**src/hw/rtl/tft_pkg.sv**
```systemverilog
// ----------------------------------------------------------------------------
// tft_pkg: TCP flow table update package
// Header constants, record status codes and the unpacked request layout
// shared by the flow table logic.
// ----------------------------------------------------------------------------
package tft_pkg;

  // Header constants
  localparam logic [15:0] ETHERTYPE_IPV4 = 16'h0800;
  localparam logic [3:0]  MIN_IHL        = 4'd5;
  localparam logic [2:0]  WORD_BYTES     = 3'd4;
  localparam logic [15:0] ETH_HDR_BYTES  = 16'd14;
  localparam logic [15:0] IP_BASE_BYTES  = 16'd20;
  localparam logic [15:0] TCP_HDR_BYTES  = 16'd20;
  localparam logic [7:0]  PROTO_TCP      = 8'd6;

  // Packed widths of the request and result words
  localparam int unsigned IN_BITS    = 237;
  localparam int unsigned IN_BYTES_W = 240;
  localparam int unsigned OUT_BITS   = 19;
  localparam int unsigned OUT_BYTES_W = 24;

  // Record status codes
  typedef enum logic [1:0] {
    ST_NONE    = 2'd0,
    ST_UPDATED = 2'd1,
    ST_NEW     = 2'd2,
    ST_FULL    = 2'd3
  } status_t;

  // One packet request, fields in port order
  typedef struct packed {
    logic [63:0] time_now;
    logic [15:0] captured_bytes;
    logic [15:0] packet_length;
    logic        tcp_fin;
    logic [15:0] dst_port_num;
    logic [15:0] src_port_num;
    logic [31:0] dst_address;
    logic [31:0] src_address;
    logic [7:0]  ip_protocol;
    logic [3:0]  ip_header_words;
    logic [15:0] ether_type;
    logic [15:0] ingress_port;
  } item_t;

  // One result
  typedef struct packed {
    logic [15:0] full_event_port;
    status_t     record_status;
    logic        verdict;
  } result_t;

endpackage

```
**src/hw/rtl/tcp_flow_table_update_top.sv**
```systemverilog
// ----------------------------------------------------------------------------
// tcp_flow_table_update_top: TCP flow table update
// Classifies one packet header per request and keeps a small fully
// associative table of TCP flow records with counters and time stamps.
// ----------------------------------------------------------------------------
// Usage:
//   Slave channel s_* carries one packet request per transfer: header
//   fields, captured length and a nanosecond time stamp. Master channel
//   m_* returns exactly one result per request: verdict, record status and
//   the ingress port when the table is full.
//   The request register loads on the accepting edge; the parallel key
//   match over all FLOW_ENTRIES entries, the counter update and the result
//   register follow in a single pass on the edge where the request stage
//   advances. Throughput is one request per cycle while m_tready stays
//   high; each request sees the table as left by the one before it, since
//   the table is written on the same edge that loads the result
//   register.
//   Reset clears all entry valid bits at once, so the table starts empty
//   and a request is taken in the first cycle after reset. Entries are
//   never freed except by reset.
//   When m_tready is low the result register holds, the request register
//   fills, and s_tready falls; nothing is lost or repeated.
// ----------------------------------------------------------------------------
module tcp_flow_table_update_top #(
  parameter int unsigned FLOW_ENTRIES = 6
) (
  input  logic                              clk,
  input  logic                              rst,
  input  logic                              s_tvalid,
  output logic                              s_tready,
  // from bit 0: ingress_port[16], ether_type[16], ip_header_words[4],
  // ip_protocol[8], src_address[32], dst_address[32], src_port_num[16],
  // dst_port_num[16], tcp_fin[1], packet_length[16], captured_bytes[16],
  // time_now[64], zero fill[3]
  input  logic [tft_pkg::IN_BYTES_W-1:0]    s_tdata,
  output logic                              m_tvalid,
  input  logic                              m_tready,
  // from bit 0: verdict[1], record_status[2], full_event_port[16],
  // zero fill[5]
  output logic [tft_pkg::OUT_BYTES_W-1:0]   m_tdata
);

  localparam int unsigned IDX_W = (FLOW_ENTRIES > 1) ? $clog2(FLOW_ENTRIES) : 1;

  // Request register
  logic           req_valid;
  tft_pkg::item_t req;
  logic           advance;

  // Flow table
  logic [FLOW_ENTRIES-1:0] entry_valid;
  logic [15:0] key_port        [FLOW_ENTRIES];
  logic [31:0] key_src_address [FLOW_ENTRIES];
  logic [31:0] key_dst_address [FLOW_ENTRIES];
  logic [31:0] key_ports       [FLOW_ENTRIES];
  logic [7:0]  key_protocol    [FLOW_ENTRIES];
  logic [31:0] packet_count    [FLOW_ENTRIES];
  logic [31:0] byte_count      [FLOW_ENTRIES];
  logic [63:0] start_time      [FLOW_ENTRIES];
  logic [63:0] end_time        [FLOW_ENTRIES];
  logic [FLOW_ENTRIES-1:0] fin_seen;

  // Lookup and result
  logic                    hdr_drop;
  logic                    tcp_short;
  logic                    is_tcp;
  logic [16:0]             tcp_need;
  logic [31:0]             req_ports;
  logic [FLOW_ENTRIES-1:0] hit_vec;
  logic                    hit;
  logic [IDX_W-1:0]        hit_idx;
  logic                    free_found;
  logic [IDX_W-1:0]        free_idx;
  logic                    do_update;
  logic                    do_insert;
  tft_pkg::result_t        result_next;
  tft_pkg::result_t        result;

  // Handshake: the request stage moves when the result register is free
  assign advance  = req_valid && (!m_tvalid || m_tready);
  assign s_tready = !req_valid || advance;

  // Hold the request
  always_ff @(posedge clk) begin
    if (rst) begin
      req_valid <= 1'b0;
    end else if (s_tready) begin
      req_valid <= s_tvalid;
    end
    if (s_tvalid && s_tready) begin
      req <= s_tdata[tft_pkg::IN_BITS-1:0];
    end
  end

  // Header length and type checks
  assign tcp_need  = 17'(tft_pkg::ETH_HDR_BYTES) + 17'(tft_pkg::TCP_HDR_BYTES)
                   + 17'(7'(req.ip_header_words) * 7'(tft_pkg::WORD_BYTES));
  assign hdr_drop  = (req.captured_bytes < tft_pkg::ETH_HDR_BYTES)
                  || (req.ether_type != tft_pkg::ETHERTYPE_IPV4)
                  || (17'(req.captured_bytes) <
                      17'(tft_pkg::ETH_HDR_BYTES) + 17'(tft_pkg::IP_BASE_BYTES))
                  || (req.ip_header_words < tft_pkg::MIN_IHL);
  assign is_tcp    = (req.ip_protocol == tft_pkg::PROTO_TCP);
  assign tcp_short = 17'(req.captured_bytes) < tcp_need;
  assign req_ports = {req.src_port_num, req.dst_port_num};

  // Match every valid entry against the key in parallel
  always_comb begin
    for (int i = 0; i < FLOW_ENTRIES; i++) begin
      hit_vec[i] = entry_valid[i]
                && (key_port[i] == req.ingress_port)
                && (key_src_address[i] == req.src_address)
                && (key_dst_address[i] == req.dst_address)
                && (key_ports[i] == req_ports)
                && (key_protocol[i] == req.ip_protocol);
    end
  end

  // Pick the lowest matching entry and the lowest free entry
  always_comb begin
    hit        = 1'b0;
    hit_idx    = '0;
    free_found = 1'b0;
    free_idx   = '0;
    for (int i = FLOW_ENTRIES - 1; i >= 0; i--) begin
      if (hit_vec[i]) begin
        hit     = 1'b1;
        hit_idx = IDX_W'(i);
      end
      if (!entry_valid[i]) begin
        free_found = 1'b1;
        free_idx   = IDX_W'(i);
      end
    end
  end

  // Decide the outcome
  always_comb begin
    do_update   = 1'b0;
    do_insert   = 1'b0;
    result_next = '{full_event_port: 16'd0, record_status: tft_pkg::ST_NONE,
                    verdict: 1'b0};
    if (hdr_drop) begin
      result_next.verdict = 1'b1;
    end else if (!is_tcp) begin
      result_next.verdict = 1'b0;
    end else if (tcp_short) begin
      result_next.verdict = 1'b1;
    end else if (hit) begin
      do_update                 = 1'b1;
      result_next.record_status = tft_pkg::ST_UPDATED;
    end else if (free_found) begin
      do_insert                 = 1'b1;
      result_next.record_status = tft_pkg::ST_NEW;
    end else begin
      result_next.record_status   = tft_pkg::ST_FULL;
      result_next.full_event_port = req.ingress_port;
    end
  end

  // Update the table on the edge that takes the result
  always_ff @(posedge clk) begin
    if (rst) begin
      entry_valid <= '0;
    end else if (advance && do_insert) begin
      entry_valid[free_idx] <= 1'b1;
    end
    if (advance && do_update) begin
      packet_count[hit_idx] <= packet_count[hit_idx] + 32'd1;
      byte_count[hit_idx]   <= byte_count[hit_idx] + 32'(req.packet_length);
      end_time[hit_idx]     <= req.time_now;
      fin_seen[hit_idx]     <= fin_seen[hit_idx] | req.tcp_fin;
    end
    if (advance && do_insert) begin
      key_port[free_idx]        <= req.ingress_port;
      key_src_address[free_idx] <= req.src_address;
      key_dst_address[free_idx] <= req.dst_address;
      key_ports[free_idx]       <= req_ports;
      key_protocol[free_idx]    <= req.ip_protocol;
      packet_count[free_idx]    <= 32'd1;
      byte_count[free_idx]      <= 32'(req.packet_length);
      start_time[free_idx]      <= req.time_now;
      end_time[free_idx]        <= 64'd0;
      fin_seen[free_idx]        <= req.tcp_fin;
    end
  end

  // Result register
  always_ff @(posedge clk) begin
    if (rst) begin
      m_tvalid <= 1'b0;
    end else if (!m_tvalid || m_tready) begin
      m_tvalid <= req_valid;
    end
    if (advance) begin
      result <= result_next;
    end
  end

  assign m_tdata = {(tft_pkg::OUT_BYTES_W - tft_pkg::OUT_BITS)'(0), result};

`ifndef SYNTHESIS
  // At most one valid entry matches any key
  a_single_hit: assert property (@(posedge clk) disable iff (rst)
    req_valid |-> $onehot0(hit_vec))
    else $error("more than one flow entry matches the key");

  // Table full is reported only with every entry in use
  a_full_all_valid: assert property (@(posedge clk) disable iff (rst)
    (m_tvalid && result.record_status == tft_pkg::ST_FULL) |-> (&entry_valid))
    else $error("table full reported with a free entry");

  // Entries are never released outside reset
  a_valid_sticky: assert property (@(posedge clk) disable iff (rst)
    1'b1 |=> ((entry_valid & $past(entry_valid)) == $past(entry_valid)))
    else $error("flow entry lost its valid bit");

  // A dropped packet is never recorded
  a_drop_unrecorded: assert property (@(posedge clk) disable iff (rst)
    (m_tvalid && result.verdict) |->
      (result.record_status == tft_pkg::ST_NONE && result.full_event_port == 16'd0))
    else $error("dropped packet carries a record status");

  // An insert always lands on a free entry
  a_insert_free: assert property (@(posedge clk) disable iff (rst)
    (advance && do_insert) |-> !entry_valid[free_idx])
    else $error("new flow written over a valid entry");
`endif

endmodule

```
**config.mk**
```make
export PLATFORM = sky130hd
export DESIGN_NAME = tcp_flow_table_update_top
export DESIGN_NICKNAME = d
export VERILOG_FILES = /design/src/hw/rtl/tft_pkg.sv /design/src/hw/rtl/tcp_flow_table_update_top.sv
export SDC_FILE = /design/constraint.sdc
export NUM_CORES = 2
export LEC_CHECK = 0
export ABC_AREA = 1
export BUFFER_PORTS_ARGS = -buffer_cell sky130_fd_sc_hd__buf_2
export CAP_MARGIN = 30
export CELL_PAD_IN_SITES_DETAIL_PLACEMENT = 0
export CELL_PAD_IN_SITES_GLOBAL_PLACEMENT = 1
export CORE_MARGIN = 5
export CORE_UTILIZATION = 38
export CTS_BUF_LIST = sky130_fd_sc_hd__clkbuf_4 sky130_fd_sc_hd__clkbuf_8
export DETAILED_ROUTE_END_ITERATION = 12
export PLACE_DENSITY_LB_ADDON = 0.05
export SYNTH_ARGS = -nofsm -noshare
export SYNTH_HDL_FRONTEND = slang
export SYNTH_SLANG_ARGS = --single-unit
```
**constraint.sdc**
```tcl
create_clock -name clk -period 13.9 [get_ports clk]
set_input_delay 1.39 -clock clk [delete_from_list [all_inputs] [get_ports clk]]
set_output_delay 1.39 -clock clk [all_outputs]
set_load 0.01 [all_outputs]
```
==> impl_metrics.json <==
{
  "path_clk_slew_ns": 0.06,
  "clock_latency_ns": 0.85,
  "maxCapViolCount": 0,
  "min_period_ns": 5.472,
  "antenna_found_initial": 18,
  "num_vias": 27560,
  "synth.area.top_cells": "edfxtp_1 69%, nand2_1 11%, nor2_1 3.9%, o21ai_0 3.6%, inv_1 3.1%",
  "fin_setup_tns_ns": 0,
  "worstMarginPinSlew_ns": 1.036,
  "maxSlewViolCount": 0,
  "hold_violations": 0,
  "dr.pass1.iters": 5,
  "syn_to_final_growth_pct": 14.83,
  "grt_pass1_wl_mm": 214.3,
  "ys_types": 43,
  "detailed_place_hpwl_mm": 116.7,
  "fin_util_pct": 43.83,
  "holdCritPathClass": "register to register",
  "clock-skew-final_ns": 0.03295,
  "ys_async_sr_fraction_pct": 0,
  "grt_util_all_layers_pct": 28.97,
  "die_area_um2": 108400,
  "cp-start-kind": "register",
  "nNetsFinal": 4124,
  "ys_seq_area_share_pct": 69.75,
  "postCtsSetupRepairBufs": 0,
  "grt_pass1_vias": 26530,
  "io_pins": 270,
  "syn_area_per_cell_um2": 10.97,
  "setup.worst_path.end_class": "register",
  "drive_gt1_share_pct": 14.59,
  "seq_area_um2": 27010,
  "start_util_pct": 38.17,
  "syn_area_um2": 38720,
  "rows": 117,
  "ys_ff_latch": 902,
  "fillers": 9782,
  "worstPathMaxFanout": 68,
  "synth_top_cell_by_area": "edfxtp_1",
  "hold_buffers": 0,
  "synth_ff_type": "edfxtp_1",
  "power.density_nw_per_um2": 131.5,
  "crit_type": "register to register",
  "crit_required_ns": 14.36,
  "peakVddDrop_v": 0.00008981,
  "numCtsBuffers": 164,
  "period_share_pct": 39.37,
  "cts_tree": "built",
  "rsz0062_at_grt": "false",
  "grt_max_degree": 80,
  "routabilityCongestion": 0.9929,
  "total_power_w": 0.005847,
  "io_buffers": 179,
  "power.leakage_nw": 17.10,
  "multi_input_area_um2": 9878,
  "fmax_mhz": 182.7,
  "die_h_um": 329.2,
  "post_drt_wl_per_cell_um": 29.69,
  "root_buffer": "clkbuf_8",
  "yosysWarnings": 0,
  "cts_sinks": 902,
  "grt_overflow": 0,
  "outcome": "finished, final reports clean",
  "drc": 0,
  "synth_edf_count": 894,
  "dr.first_iter.drc_count": 3103,
  "core_area_um2": 101400,
  "chipWidth_um": 329.2,
  "cts_resized": 0,
  "avgViaCountPerCell": 5.140,
  "syn_inst": 3530,
  "crit_arrival_ns": 5.93,
  "setup_violations": 0,
  "detail-route-antenna-nets": 0,
  "cts-htree-levels": 4,
  "drt-total-wl_mm": 159.2,
  "synth.top_cell.area_share_pct": 69.33,
  "relSlewSlack_pct": 30.96,
  "clk_path_buf_depth": 3
}
-- final cells by class --
type                            instances  area share [%]
Antenna cell                            4         0.02251
Inverter                              392           3.377
Sequential cell                       902           60.74
Clock buffer                          220           6.050
Multi-Input combinational cell       2184           22.22
Tap cell                             1368           3.850
Timing Repair Buffer                  231           3.022
Clock inverter                         61          0.7204
-- where the power goes --
| group | switching [W] | internal, W |
|---|---|---|
| clock network | 0.00115 | 0.00127 |
| registers | 0.0000765 | 0.00303 |
| logic | 0.000241 | 0.0000841 |
| total | 0.00147 | 0.00438 |
-- placed cells by master (no fill, tap or decap), types with 54 or more instances in the layout --
cell      Yosys  routed
inv_2        70      70
o21ai_1      61      61
nand2_1    1105    1105
nor2_1      403     402
buf_2        22     180
clkbuf_8      0     166
o21ai_0     277     277
xnor2_1     106     106
clkbuf_4      0      54
inv_1       321     315
edfxtp_1    894     894
-- Yosys cell counts, types with 9 or more instances --
cell type / n
a21oi_1: 23
buf_2: 22
buf_4: 27
edfxtp_1: 894
inv_1: 321
inv_2: 70
nand2_1: 1105
nand3_1: 18
nand4_1: 35
nor2_1: 403
nor3_1: 10
o21ai_0: 277
o21ai_1: 61
o22ai_1: 33
or2_0: 9
or2_1: 9
xnor2_1: 106
xor2_1: 39
-- per-stage QoR --
stage	cells	hold slack (ns)	worst slack [ns]	cell area [µm²]
floorplan	3534	0.4517	2.953	38740
finish	5362	0.4966	8.428	44460
detailed placement	5075	0.4913	8.397	41400
global route	5359	0.5237	8.266	44450
CTS	5356	0.4995	8.357	44410
global placement	5072	0.4707	8.170	41350
-- logic make-up (layout without fill, tap and decap cells) --
kind of cell    after synthesis  count (layout)  share of synthesized area [%]
fa+ha+maj                     5               5                         0.1616
flops                       902             902                          69.75
simple gates               1622            1622                          16.51
xor+xnor                    145             145                          3.280
other cells                   1               9                       0.009685
buf+inv                     448             904                          4.815
compound gates              407             407                          5.484
-- routing by layer --
metal | share of wire [%] | vias up | track usage (%)
met5 | 0.0082 | - | 0
met4 | 3.3 | 2 | 9.177
met3 | 7.4 | 225 | 4.676
met2 | 45 | 1159 | 45.04
met1 | 44 | 13710 | 41.94
li1 | - | 12470 | -
-- sequential cells by signal, indices dropped and copies added (netlist names) --
name,cells
key_port,96
m_tdata,19
req,155
key_dst_address,192
entry_valid,6
m_tvalid,1
key_src_address,192
key_ports,192
req_valid,1
key_protocol,48
-- worst max-delay path, cell delays in order (launching register included) --
cell and delay (ns):
edfxtp_1 0.80, inv_1 0.34, buf_4 0.29, o21ai_0 0.55
or2_1 0.19, nor2_1 0.09, nand2_1 0.08, nor2_1 0.16
nand2_1 0.16, nor2_1 0.09, nand2_1 0.13, nand2_4 0.11
nor2_4 0.19, nand4_1 0.22, inv_6 0.66, buf_4 0.85
-- final timing paths --
kind / from / slack, ns / cells after the start / end
worst max-delay path: req[123] / 8.43 / 15 / key_dst_address[3][31]
worst min register to register: m_tvalid / 0.50 / 2 / m_tvalid
worst min-delay path: m_tvalid / 0.50 / 2 / m_tvalid
worst max register to register: req[123] / 8.43 / 15 / key_dst_address[3][31]
Power figures use the tool's default switching activity.
